### config.mk
export PLATFORM = sky130hd
export DESIGN_NAME = trimmed_mean_adc_filter
export DESIGN_NICKNAME = d
export VERILOG_FILES = /design/src/tmaf_pkg.sv /design/src/trimmed_mean_adc_filter.sv /design/src/tmaf_front.sv /design/src/tmaf_fifo.sv /design/src/tmaf_back.sv
export VERILOG_INCLUDE_DIRS = /design/src /design/src/src
export SDC_FILE = /design/constraint.sdc
export NUM_CORES = 1
export LEC_CHECK = 0
export ABC_AREA = 1
export BUFFER_PORTS_ARGS = -buffer_cell sky130_fd_sc_hd__buf_2
export CORE_MARGIN = 2
export CORE_UTILIZATION = 63
export CTS_CLUSTER_SIZE = 25
export DETAILED_ROUTE_END_ITERATION = 8
export PLACE_DENSITY = 0.8
export SLEW_MARGIN = 10
export SYNTH_ARGS = -nofsm -noshare
export SYNTH_HDL_FRONTEND = slang
export SYNTH_SLANG_ARGS = --single-unit
### constraint.sdc
create_clock -name clk -period 4.5 [get_ports clk]
set_input_delay 0.9 -clock clk [delete_from_list [all_inputs] [get_ports clk]]
set_output_delay 0.9 -clock clk [all_outputs]
set_load 0.01 [all_outputs]
### src/trimmed_mean_adc_filter_assert.svh
// Assertion helpers shared by the filter's modules.
`ifndef TRIMMED_MEAN_ADC_FILTER_ASSERT_SVH
`define TRIMMED_MEAN_ADC_FILTER_ASSERT_SVH

// Same-cycle implication, checked outside reset.
`define TMAF_ASSERT_IMPL(lbl, clk_s, rstn_s, ante, cons) \
  lbl: assert property (@(posedge clk_s) disable iff (!rstn_s) (ante) |-> (cons)) \
    else $error("filter assertion failed");

// Next-cycle implication, checked outside reset.
`define TMAF_ASSERT_NEXT(lbl, clk_s, rstn_s, ante, cons) \
  lbl: assert property (@(posedge clk_s) disable iff (!rstn_s) (ante) |=> (cons)) \
    else $error("filter assertion failed");

`endif

### src/tmaf_pkg.sv
`default_nettype none

package tmaf_pkg;

  // Fixed field widths of the sample and channel ports.
  localparam int SAMPLE_W = 12;
  localparam int CHAN_W   = 3;
  localparam logic [SAMPLE_W-1:0] SAMPLE_MAX = 12'hFFF;

  // How the back end has to treat a queued command.
  typedef enum logic [1:0] {
    CMD_NONE,   // channel out of range: report zero, no state change
    CMD_FILL,   // window still filling: store sample, report zero
    CMD_SLIDE   // window full: replace oldest, compute trimmed mean
  } cmd_kind_t;

  localparam int KIND_W = $bits(cmd_kind_t);

endpackage

`default_nettype wire

### src/trimmed_mean_adc_filter.sv
// Channel  | Direction | Handshake          | Payload
// ---------+-----------+--------------------+-------------------------------------------
// in_      | input     | in_valid/in_stall   | in_channel, in_sample
// out_     | output    | out_valid/out_stall | out_result_channel, out_filtered, out_ready_res
//
// Every input transfer produces exactly one output transfer, in order.
// An out-of-range or still-filling sample goes through the queue to the result register.
// For a full-window sample the back end writes the sample, then
// reads the window through the single read port of its sample memory one entry per
// cycle, then runs the reciprocal divide and its correction in S_DIV0, S_DIV1 and S_FIX.
// Reset (rst_n low, synchronous) empties the queue and output register and clears
// every channel's fill level; window memory contents are written before they are read.
// A two-entry queue parts front and back; an output stall holds the result register.
`default_nettype none

module trimmed_mean_adc_filter import tmaf_pkg::*; #(
  parameter int CHANNELS = 6,
  parameter int WINDOW   = 4
) (
  input  wire logic                clk,
  input  wire logic                rst_n,
  input  wire logic                in_valid,
  output logic                     in_stall,
  input  wire logic [CHAN_W-1:0]   in_channel,
  input  wire logic [SAMPLE_W-1:0] in_sample,
  output logic                     out_valid,
  input  wire logic                out_stall,
  output logic [CHAN_W-1:0]        out_result_channel,
  output logic [SAMPLE_W-1:0]      out_filtered,
  output logic                     out_ready_res
);

  localparam int ADDR_W = $clog2(CHANNELS*WINDOW);
  localparam int CMD_W  = KIND_W + CHAN_W + SAMPLE_W + 2 * ADDR_W;

  logic              push_valid;
  logic              push_ok;
  cmd_kind_t         f_kind;
  logic [CHAN_W-1:0] f_channel;
  logic [SAMPLE_W-1:0] f_sample;
  logic [ADDR_W-1:0] f_addr;
  logic [ADDR_W-1:0] f_base;
  logic [CMD_W-1:0]  push_data;
  logic [CMD_W-1:0]  pop_data;
  logic              q_valid;
  logic              q_pop;

  // Front end: classify the sample and track per-channel window position.
  tmaf_front #(
    .CHANNELS (CHANNELS),
    .WINDOW   (WINDOW)
  ) u_front (
    .clk         (clk),
    .rst_n       (rst_n),
    .in_valid    (in_valid),
    .in_stall    (in_stall),
    .in_channel  (in_channel),
    .in_sample   (in_sample),
    .push_valid  (push_valid),
    .push_ok     (push_ok),
    .cmd_kind    (f_kind),
    .cmd_channel (f_channel),
    .cmd_sample  (f_sample),
    .cmd_addr    (f_addr),
    .cmd_base    (f_base)
  );

  // Command queue between the two ends.
  assign push_data = {f_kind, f_channel, f_sample, f_addr, f_base};

  tmaf_fifo #(
    .DATA_W (CMD_W)
  ) u_fifo (
    .clk        (clk),
    .rst_n      (rst_n),
    .push_valid (push_valid),
    .push_ok    (push_ok),
    .push_data  (push_data),
    .pop_valid  (q_valid),
    .pop        (q_pop),
    .pop_data   (pop_data)
  );

  // Back end: window memory, trimmed mean and result register.
  tmaf_back #(
    .CHANNELS (CHANNELS),
    .WINDOW   (WINDOW)
  ) u_back (
    .clk                (clk),
    .rst_n              (rst_n),
    .q_valid            (q_valid),
    .q_pop              (q_pop),
    .q_kind             (cmd_kind_t'(pop_data[CMD_W-1 -: KIND_W])),
    .q_channel          (pop_data[CMD_W-KIND_W-1 -: CHAN_W]),
    .q_sample           (pop_data[2*ADDR_W+SAMPLE_W-1 -: SAMPLE_W]),
    .q_addr             (pop_data[2*ADDR_W-1 -: ADDR_W]),
    .q_base             (pop_data[ADDR_W-1:0]),
    .out_valid          (out_valid),
    .out_stall          (out_stall),
    .out_result_channel (out_result_channel),
    .out_filtered       (out_filtered),
    .out_ready_res      (out_ready_res)
  );

endmodule

`default_nettype wire

### src/tmaf_front.sv
`default_nettype none

module tmaf_front import tmaf_pkg::*; #(
  parameter int CHANNELS = 6,
  parameter int WINDOW   = 4
) (
  input  wire logic                                clk,
  input  wire logic                                rst_n,
  input  wire logic                                in_valid,
  output logic                                     in_stall,
  input  wire logic [CHAN_W-1:0]                   in_channel,
  input  wire logic [SAMPLE_W-1:0]                 in_sample,
  output logic                                     push_valid,
  input  wire logic                                push_ok,
  output cmd_kind_t                                cmd_kind,
  output logic [CHAN_W-1:0]                        cmd_channel,
  output logic [SAMPLE_W-1:0]                      cmd_sample,
  output logic [$clog2(CHANNELS*WINDOW)-1:0]       cmd_addr,
  output logic [$clog2(CHANNELS*WINDOW)-1:0]       cmd_base
);

  localparam int ADDR_W   = $clog2(CHANNELS*WINDOW);
  localparam int CNT_W    = $clog2(WINDOW+1);
  localparam int HEAD_W   = $clog2(WINDOW);
  localparam int CH_IDX_W = (CHANNELS > 1) ? $clog2(CHANNELS) : 1;

  // Per-channel fill level and position of the oldest sample.
  logic [CNT_W-1:0]  fill_r [CHANNELS];
  logic [HEAD_W-1:0] head_r [CHANNELS];

  logic [CH_IDX_W-1:0] ch_idx;
  logic                in_range;
  logic [CNT_W-1:0]    fill_cur;
  logic [HEAD_W-1:0]   head_cur;
  logic                filling;
  logic [CNT_W-1:0]    slot;
  logic                xfer;

  // Classify the incoming sample against its channel's state.
  assign ch_idx   = CH_IDX_W'({1'b0, in_channel});
  assign in_range = {2'b00, in_channel} < 5'(CHANNELS);
  assign fill_cur = fill_r[ch_idx];
  assign head_cur = head_r[ch_idx];
  assign filling  = fill_cur < CNT_W'(WINDOW);
  assign slot     = filling ? fill_cur : CNT_W'(head_cur);

  assign cmd_kind    = !in_range ? CMD_NONE : (filling ? CMD_FILL : CMD_SLIDE);
  assign cmd_channel = in_channel;
  assign cmd_sample  = in_sample;
  assign cmd_base    = ADDR_W'(ch_idx) * ADDR_W'(WINDOW);
  assign cmd_addr    = cmd_base + ADDR_W'(slot);

  // A transfer happens whenever a sample is offered and the queue has room.
  assign push_valid = in_valid;
  assign in_stall   = !push_ok;
  assign xfer       = in_valid && push_ok;

  // Advance the fill level, then the ring position once the window is full.
  always_ff @(posedge clk) begin
    if (!rst_n) begin
      for (int c = 0; c < CHANNELS; c++) begin
        fill_r[c] <= '0;
        head_r[c] <= '0;
      end
    end else if (xfer && in_range) begin
      if (filling) begin
        fill_r[ch_idx] <= fill_cur + 1'b1;
      end else if (head_cur == HEAD_W'(WINDOW-1)) begin
        head_r[ch_idx] <= '0;
      end else begin
        head_r[ch_idx] <= head_cur + 1'b1;
      end
    end
  end

endmodule

`default_nettype wire

### src/tmaf_fifo.sv
`default_nettype none

`include "trimmed_mean_adc_filter_assert.svh"

module tmaf_fifo import tmaf_pkg::*; #(
  parameter int DATA_W = 8
) (
  input  wire logic              clk,
  input  wire logic              rst_n,
  input  wire logic              push_valid,
  output logic                   push_ok,
  input  wire logic [DATA_W-1:0] push_data,
  output logic                   pop_valid,
  input  wire logic              pop,
  output logic [DATA_W-1:0]      pop_data
);

  // Two-entry queue between the front and back ends.
  logic [DATA_W-1:0] mem_r [2];
  logic              wr_ptr_r;
  logic              rd_ptr_r;
  logic [1:0]        count_r;
  logic              do_push;
  logic              do_pop;

  assign push_ok   = count_r != 2'd2;
  assign pop_valid = count_r != 2'd0;
  assign pop_data  = mem_r[rd_ptr_r];
  assign do_push   = push_valid && push_ok;
  assign do_pop    = pop && pop_valid;

  always_ff @(posedge clk) begin
    if (do_push) begin
      mem_r[wr_ptr_r] <= push_data;
    end
  end

  always_ff @(posedge clk) begin
    if (!rst_n) begin
      wr_ptr_r <= 1'b0;
      rd_ptr_r <= 1'b0;
      count_r  <= 2'd0;
    end else begin
      if (do_push) begin
        wr_ptr_r <= !wr_ptr_r;
      end
      if (do_pop) begin
        rd_ptr_r <= !rd_ptr_r;
      end
      count_r <= count_r + {1'b0, do_push} - {1'b0, do_pop};
    end
  end

  `TMAF_ASSERT_IMPL(a_fifo_count_bounded, clk, rst_n, 1'b1, count_r <= 2'd2)

endmodule

`default_nettype wire

### src/tmaf_back.sv
`default_nettype none

`include "trimmed_mean_adc_filter_assert.svh"

module tmaf_back import tmaf_pkg::*; #(
  parameter int CHANNELS = 6,
  parameter int WINDOW   = 4
) (
  input  wire logic                           clk,
  input  wire logic                           rst_n,
  input  wire logic                           q_valid,
  output logic                                q_pop,
  input  wire cmd_kind_t                      q_kind,
  input  wire logic [CHAN_W-1:0]              q_channel,
  input  wire logic [SAMPLE_W-1:0]            q_sample,
  input  wire logic [$clog2(CHANNELS*WINDOW)-1:0] q_addr,
  input  wire logic [$clog2(CHANNELS*WINDOW)-1:0] q_base,
  output logic                                out_valid,
  input  wire logic                           out_stall,
  output logic [CHAN_W-1:0]                   out_result_channel,
  output logic [SAMPLE_W-1:0]                 out_filtered,
  output logic                                out_ready_res
);

  localparam int DEPTH  = CHANNELS * WINDOW;
  localparam int ADDR_W = $clog2(DEPTH);
  localparam int CNT_W  = $clog2(WINDOW+1);
  localparam int SUM_W  = SAMPLE_W + $clog2(WINDOW);
  localparam int PROD_W = 2 * SUM_W + 1;
  // Divide by WINDOW-2 as a multiply by a truncated reciprocal plus one fix-up.
  localparam logic [SUM_W-1:0] DIV_C = SUM_W'(WINDOW - 2);
  localparam logic [SUM_W:0]   RECIP = (SUM_W+1)'((1 << SUM_W) / (WINDOW - 2));

  typedef enum logic [2:0] {
    S_IDLE,
    S_READ,
    S_DIV0,
    S_DIV1,
    S_FIX
  } state_t;

  state_t              state_r, state_nxt;
  logic [CHAN_W-1:0]   ch_r, ch_nxt;
  logic [ADDR_W-1:0]   base_r, base_nxt;
  logic [CNT_W-1:0]    k_r, k_nxt;
  logic                pend_r, pend_nxt;
  logic                first_r, first_nxt;
  logic [SUM_W-1:0]    sum_r, sum_nxt;
  logic [SAMPLE_W-1:0] lo_r, lo_nxt;
  logic [SAMPLE_W-1:0] hi_r, hi_nxt;
  logic [SUM_W-1:0]    trim_r, trim_nxt;
  logic [PROD_W-1:0]   prod_r, prod_nxt;
  logic [SUM_W-1:0]    q0_r, q0_nxt;
  logic [SUM_W-1:0]    rem_r, rem_nxt;
  logic                out_valid_r, out_valid_nxt;
  logic [CHAN_W-1:0]   out_ch_r, out_ch_nxt;
  logic [SAMPLE_W-1:0] out_filt_r, out_filt_nxt;
  logic                out_rdy_r, out_rdy_nxt;

  // Sample window memory, one registered read port and one write port.
  logic [SAMPLE_W-1:0] mem [DEPTH];
  logic                wr_en;
  logic                rd_en;
  logic [ADDR_W-1:0]   rd_addr;
  logic [SAMPLE_W-1:0] rd_data_r;
  logic                out_free;

  always_ff @(posedge clk) begin
    if (wr_en) begin
      mem[q_addr] <= q_sample;
    end
    if (rd_en) begin
      rd_data_r <= mem[rd_addr];
    end
  end

  assign out_free = !out_valid_r || !out_stall;
  assign rd_addr  = base_r + ADDR_W'(k_r);

  // Sequencer: dispatch queued commands, walk the window, divide, report.
  always_comb begin
    logic [SUM_W-1:0] q_fix;
    q_fix         = '0;
    state_nxt     = state_r;
    ch_nxt        = ch_r;
    base_nxt      = base_r;
    k_nxt         = k_r;
    pend_nxt      = pend_r;
    first_nxt     = first_r;
    sum_nxt       = sum_r;
    lo_nxt        = lo_r;
    hi_nxt        = hi_r;
    trim_nxt      = trim_r;
    prod_nxt      = prod_r;
    q0_nxt        = q0_r;
    rem_nxt       = rem_r;
    out_valid_nxt = out_valid_r;
    out_ch_nxt    = out_ch_r;
    out_filt_nxt  = out_filt_r;
    out_rdy_nxt   = out_rdy_r;
    q_pop         = 1'b0;
    wr_en         = 1'b0;
    rd_en         = 1'b0;

    if (out_valid_r && !out_stall) begin
      out_valid_nxt = 1'b0;
    end

    case (state_r)
      S_IDLE: begin
        if (q_valid) begin
          case (q_kind)
            CMD_SLIDE: begin
              q_pop     = 1'b1;
              wr_en     = 1'b1;
              ch_nxt    = q_channel;
              base_nxt  = q_base;
              k_nxt     = '0;
              pend_nxt  = 1'b0;
              first_nxt = 1'b1;
              state_nxt = S_READ;
            end
            CMD_FILL: begin
              if (out_free) begin
                q_pop         = 1'b1;
                wr_en         = 1'b1;
                out_valid_nxt = 1'b1;
                out_ch_nxt    = q_channel;
                out_filt_nxt  = '0;
                out_rdy_nxt   = 1'b0;
              end
            end
            default: begin
              if (out_free) begin
                q_pop         = 1'b1;
                out_valid_nxt = 1'b1;
                out_ch_nxt    = q_channel;
                out_filt_nxt  = '0;
                out_rdy_nxt   = 1'b0;
              end
            end
          endcase
        end
      end
      S_READ: begin
        // Issue one read per cycle; fold in the data of the previous read.
        if (k_r < CNT_W'(WINDOW)) begin
          rd_en    = 1'b1;
          k_nxt    = k_r + 1'b1;
          pend_nxt = 1'b1;
        end else begin
          pend_nxt = 1'b0;
        end
        if (pend_r) begin
          first_nxt = 1'b0;
          if (first_r) begin
            sum_nxt = SUM_W'(rd_data_r);
            lo_nxt  = rd_data_r;
            hi_nxt  = rd_data_r;
          end else begin
            sum_nxt = sum_r + SUM_W'(rd_data_r);
            if (rd_data_r < lo_r) begin
              lo_nxt = rd_data_r;
            end
            if (rd_data_r > hi_r) begin
              hi_nxt = rd_data_r;
            end
          end
          if (k_r == CNT_W'(WINDOW)) begin
            state_nxt = S_DIV0;
          end
        end
      end
      S_DIV0: begin
        trim_nxt  = sum_r - SUM_W'(lo_r) - SUM_W'(hi_r);
        prod_nxt  = PROD_W'(trim_nxt) * PROD_W'(RECIP);
        state_nxt = S_DIV1;
      end
      S_DIV1: begin
        // Estimate is low by at most one; keep the remainder for the fix-up.
        q0_nxt    = prod_r[2*SUM_W-1:SUM_W];
        rem_nxt   = trim_r - q0_nxt * DIV_C;
        state_nxt = S_FIX;
      end
      S_FIX: begin
        if (out_free) begin
          q_fix         = (rem_r >= DIV_C) ? q0_r + 1'b1 : q0_r;
          out_valid_nxt = 1'b1;
          out_ch_nxt    = ch_r;
          out_filt_nxt  = (q_fix > SUM_W'(SAMPLE_MAX)) ? SAMPLE_MAX : q_fix[SAMPLE_W-1:0];
          out_rdy_nxt   = 1'b1;
          state_nxt     = S_IDLE;
        end
      end
      default: begin
        state_nxt = S_IDLE;
      end
    endcase
  end

  always_ff @(posedge clk) begin
    if (!rst_n) begin
      state_r     <= S_IDLE;
      out_valid_r <= 1'b0;
      pend_r      <= 1'b0;
      first_r     <= 1'b0;
      k_r         <= '0;
    end else begin
      state_r     <= state_nxt;
      out_valid_r <= out_valid_nxt;
      pend_r      <= pend_nxt;
      first_r     <= first_nxt;
      k_r         <= k_nxt;
    end
    ch_r       <= ch_nxt;
    base_r     <= base_nxt;
    sum_r      <= sum_nxt;
    lo_r       <= lo_nxt;
    hi_r       <= hi_nxt;
    trim_r     <= trim_nxt;
    prod_r     <= prod_nxt;
    q0_r       <= q0_nxt;
    rem_r      <= rem_nxt;
    out_ch_r   <= out_ch_nxt;
    out_filt_r <= out_filt_nxt;
    out_rdy_r  <= out_rdy_nxt;
  end

  assign out_valid          = out_valid_r;
  assign out_result_channel = out_ch_r;
  assign out_filtered       = out_filt_r;
  assign out_ready_res      = out_rdy_r;

  `TMAF_ASSERT_IMPL(a_zero_when_not_ready, clk, rst_n, out_valid_r && !out_rdy_r, out_filt_r == '0)
  `TMAF_ASSERT_NEXT(a_slide_enters_read, clk, rst_n, state_r == S_IDLE && q_pop && q_kind == CMD_SLIDE, state_r == S_READ)
  `TMAF_ASSERT_IMPL(a_read_count_bounded, clk, rst_n, state_r == S_READ, k_r <= CNT_W'(WINDOW))

endmodule

`default_nettype wire

; After elaboration in Yosys (flattened, before gate mapping)
; Memory sizes are Yosys's and may differ from the RTL's. A register that Yosys moved wholly into a read port is not among the register bits.
; Index checks and enable logic that the tools add are counted.
[op_classes]
n_eq_ne = 17
mux = 84
reduce_logical = 27
n_bitwise = 1
n_lt_le_gt_ge = 7
add_sub_neg = 12
[op_table]
columns = operator, n
row1 = two-way mux 12 bit, 10
row2 = two-way mux 3 bit, 16
row3 = two-way mux 1 bit, 44
row4 = subtractor 14 x 12 -> 14 bit, 2
row5 = case mux 12 bit (2 select lines), 1
row6 = case mux 3 bit (5 select lines), 1
row7 = "adder 13 x 1 -> 14 bit, second input constant", 1
row8 = adder 14 x 12 -> 14 bit, 1
row9 = ">= comparator 14 x 2 -> 1 bit, second input constant", 1
row10 = "greater-than comparator 14 x 12 -> 1 bit, second input constant", 1
row11 = two-way mux 14 bit, 1
row12 = subtractor 14 bit, 1
row13 = greater-than comparator 12 bit, 1
row14 = less-than comparator 12 bit, 1
row15 = case mux 3 bit (2 select lines), 2
row16 = AND reduction 3 bit, 4
row17 = adder 5 x 3 -> 5 bit, 2
row18 = "inequality test 2 x 1 -> 1 bit, second input constant", 5
row19 = case mux 1 bit (2 select lines), 5
row20 = AND reduction 5 bit, 2
row21 = nonzero test 2 bit, 5
row22 = "less-than comparator 3 bit, second input constant", 3
row23 = two-way mux 2 bit, 4
row24 = "inequality test 2 bit, second input constant", 4
row25 = 18 further kinds, 30
[word_totals]
ff_bits = 116
inputBits = 19
memories = 4
elab_cells = 172
ramBits = 368
out_inout_bits = 18
[memory_table]
columns = name, depth, width, rd, rd_ports_with_merged_regs, write_ports, line_no
row1 = u_back.mem, 24, 12, 1, 1, 1, tmaf_back.sv:61  ; logic [SAMPLE_W-1:0] mem [DEPTH];
row2 = u_fifo.mem_r, 2, 25, 1, 1, 1, tmaf_fifo.sv:19  ; logic [DATA_W-1:0] mem_r [2];
row3 = u_front.fill_r, 6, 3, 1, 0, 6, tmaf_front.sv:28  ; logic [CNT_W-1:0] fill_r [CHANNELS];
row4 = u_front.head_r, 6, 2, 1, 0, 6, tmaf_front.sv:29  ; logic [HEAD_W-1:0] head_r [CHANNELS];

; Logic depth before layout (Yosys ltp)
; An unclocked memory read counts as a cell.
[logic_depth]
depth_word = 10
mapped_depth = 15
depth_no_buf = 13

; Hierarchy
; Synthesis repeated with hierarchy kept, for this count alone.
[unflattened]
cells_unflattened = 2042
area_unflattened_um2 = 22643.0
[modules_own_cells]
columns = module, instances, cells_each, seq_area_each_um2, area_each_um2
row1 = tmaf_back, 1, 1670, 11831.3, 18018.5
row2 = tmaf_front, 1, 252, 1201.2, 2337.2
row3 = tmaf_fifo, 1, 120, 1721.7, 2287.2

; Worst setup path after synthesis
; Ideal clock, no wire load.
[synth_path]
path_type = reg-to-reg
start = reg with a tool-made name
end = reg u_back.out_filt_r[0], in the netlist u_back.out_filtered[0], enable pin
setup_ns = 0.430
arrival_ns = 3.162
period_less_slack_ns = 3.593
stages_incl_launch_ff = 11
required_ns = 4.070
slack_ns = 0.907
path_buffers = 3
cell_sequence = dfxtp_1 clkbuf_1 buf_2 buf_2 nand2_1 o21ai_0 inv_1 ha_1 inv_1 nor2_1 nor4_1
[synth_rtl]
columns = item, line_no
row1 = end signal: assignment, tmaf_back.sv:225  ; out_filt_r <= out_filt_nxt;
row2 = end: declaration, tmaf_back.sv:57  ; logic [SAMPLE_W-1:0] out_filt_r, out_filt_nxt;

==> results.txt <==
outcome -> finished clean
yosys synthesis warning count -> 0
Die W -> 187 microns
initial antenna violation count -> 0
DR WL/cell -> 19.6 microns
period utilisation layout -> 0.805
sequential area share after synthesis -> 0.668
DR pass1 iterations -> 6
Synth cell types -> 45
Post-CTS Hold Fix Bufs -> 0
grt total ovfl -> 0
CP Depth -> 9
hpwl dp -> 30.4 mm
DRT iter0 DRCs -> 1,775
largest area contributor in the netlist -> edfxtp_1
Core ar. -> 0.0333 sq mm
Worst Path Required -> 4.67 ns
worst-skew pair later-pin latency -> 0.55 ns
Synth top area share -> 0.655
Post-CTS Setup Inserts -> 0
Layout fillers -> 2,344
input/output buffers -> 36
overall global routing resource usage -> 0.270
DRC -> 0
CTS tree -> done
Post-synth EDFFs -> 461
Final nets -> 2,024
minimum clock period -> 3.62 ns
CP max stage delay -> 0.89 ns
Slew @ Worst Pin -> 1.12 ns
VDD IR max -> 0.720 mV
crit-path leading delay family -> simple AND/OR/NAND/NOR gates
Synth Cell Area -> 0.0211 sq mm
reg2reg path depth -> 9
WS Path Type -> reg2reg
Sink Count -> 475
Root Driver -> clkbuf_16
Synth top cells by count -> 461 x edfxtp_1, 387 x nand2_1, 276 x nor2_1
Final ANT Viol Nets -> 0
first-pass GRT wire length -> 73.4 mm
share of layout cells above drive strength 1 -> 0.0861
Starting Density -> 0.635
Chip Height -> 187 microns
RSZ-0062 raised after global routing -> no
critical path fanouts, max -> 26
Lkg Pwr -> 8.83 nW
CP bufs+invs -> 2
Slowest-stage cell, CP -> dfxtp_1
Max Buffers Root-to-Sink -> 3
multi-input logic area -> 0.00621 sq mm
vias in the first global route -> 13.6k
area grow syn2layout -> 9.64%
Design Area, Final -> 0.0232 sq mm
Setup crit start kind -> register
Site Rows -> 67
cts bufs inserted -> 45
H-tree Lvls -> 2
Synth Register Bits -> 475
Mapped Cells -> 1,889
Ant. Diodes -> 0
kind of end point of the critical path -> register
Pwr per Cell Area -> 533 mW/mm^2
FMAX -> 276 MHz
Post-synth ARST share -> 0
total length of routed wires -> 47.2 mm
Setup TNS -> 0 ns
Area contributors post-synth -> edfxtp_1 65%, nand2_1 6.9%, nor2_1 4.9%
final hold slack -> 0.419 ns
max-slew violation count -> 0
max-cap check violation count -> 0
final count of hold timing violations -> 0
top-count cell post-synth -> edfxtp_1
Critical Path End -> u_back.mem[17][7]$_DFFE_PP_
Slew headroom -> 0.250
Worst EP arrival -> 3.79 ns
Avg Inst Size Synth -> 11.2 sq um
via/cell ratio -> 5.88
Most used DFF post-synth -> edfxtp_1
Hold Path Class -> reg2reg
# IOs -> 37
# setup viols final -> 0
Die Area -> 0.0350 sq mm
crit-path cells -> o21ai_0 > inv_1 > ha_1 > inv_1 > a211oi_4 > nand2_1 > nor2_1 > nand2_1 > nor2_1
routed vias -> 14.2k
Reg-to-Reg End -> u_back.mem[17][7]$_DFFE_PP_
RePlAce Congestion -> 0.919
largest net degree at the start of global routing -> 100
sequential cell area -> 0.0141 sq mm
clock skew -> 0.0138 ns
area post-placement -> 0.0218 sq mm
# resized after CTS -> 0
reg-to-reg setup timing slack -> 0.88 ns
clock slew at reported path FFs -> 0.06 ns
[worst min-delay path by stage]
stage	start	endpoint	slack, ns	cells after the start
final	u_back.trim_r[13]$_DFFE_PP_	u_back.q0_r[12]$_DFFE_PP_	0.42	0
after global routing	u_back.trim_r[9]$_DFFE_PP_	u_back.q0_r[8]$_DFFE_PP_	0.43	0
after CTS	u_back.trim_r[13]$_DFFE_PP_	u_back.q0_r[12]$_DFFE_PP_	0.42	0
after detailed placement	u_back.trim_r[13]$_DFFE_PP_	u_back.q0_r[12]$_DFFE_PP_	0.41	0
after global placement	u_back.trim_r[9]$_DFFE_PP_	u_back.q0_r[8]$_DFFE_PP_	0.40	0
after floorplan	u_back.trim_r[1]$_DFFE_PP_	u_back.q0_r[0]$_DFFE_PP_	0.40	0
[routing by layer]
metal,routed length [microns],global-route usage,share of wire
met2,22800,0.441,0.48
met3,3990,0.0437,0.084
met4,1460,0.0958,0.031
met1,19000,0.372,0.40
met5,0,0,0
[placed cells by master (no fill, tap or decap), drive strengths merged]
cell type,netlist,routed
a211oi,1,1
a21boi,2,2
a21o,1,1
a21oi,48,48
a31oi,3,3
and2,6,6
buf,42,62
bufinv,0,4
clkbuf,33,55
clkinv,0,17
clkinvlp,0,3
conb,1,10
dfxtp,14,14
edfxtp,461,461
fa,13,13
ha,60,60
inv,134,133
mux2,12,12
nand2,390,390
nand3,169,169
nand3b,1,1
nand4,7,7
nor2,282,282
nor3,8,8
nor3b,1,1
nor4,2,2
o211ai,2,2
o21a,2,2
o21ai,146,146
o21bai,2,2
o22ai,28,28
or2,5,5
xnor2,5,5
xor2,8,8
[report_power, final]
group	total [W]	leakage (nW)	internal (W)	switching, W
combinational	0.00296	3.81	0.000796	0.00216
sequential	0.00578	4.34	0.00555	0.000223
clock	0.00361	0.670	0.00206	0.00155
[cell families (layout without fill, tap and decap cells)]
logic type,count (synthesis),in the layout,synth area share
adders and majority gates,73,73,0.0478
and+or+nand+nor,871,871,0.173
buffers and inverters,209,274,0.0402
other,1,10,0.000177
xor gates and xnor gates,13,13,0.00539
AOI/OAI and AO/OA,235,235,0.0594
DFF,475,475,0.668
muxes,12,12,0.00639
[cell type report]
class,instances,area share
clock buffer,55,0.0502
clock inverter,23,0.00939
inverter,134,0.0219
multi-input combinational,1214,0.268
sequential,475,0.610
tap,448,0.0242
timing repair buffer,62,0.0167
[flip-flops by register name, indices dropped and copies added, names as in the netlist, 2 cells and up, named ones only]
register / flops
u_back.lo_r: 12
u_back.out_filtered: 12
u_back.k_r: 3
u_back.sum_r: 14
u_fifo.mem_r: 38
u_back.state_r: 3
u_back.hi_r: 12
u_back.ch_r: 3
u_front.fill_r: 24
u_back.mem: 288
u_back.q0_r: 13
u_back.trim_r: 13
u_front.head_r: 16
u_back.rd_data_r: 12
u_fifo.count_r: 2
u_back.out_result_channel: 3
[per-stage QoR]
step	total power [W]	utilization	instances	setup WS, ns
finish	0.0123	0.696	2411	0.879
global route	0.0129	0.696	2411	0.571
CTS	0.0123	0.696	2411	0.889
detailed placement	0.00875	0.655	2333	0.898
global placement	0.00865	0.655	2333	1.03
floorplan	0.00771	-	1898	0.907
Note: power is estimated with default switching activity, not from simulation.
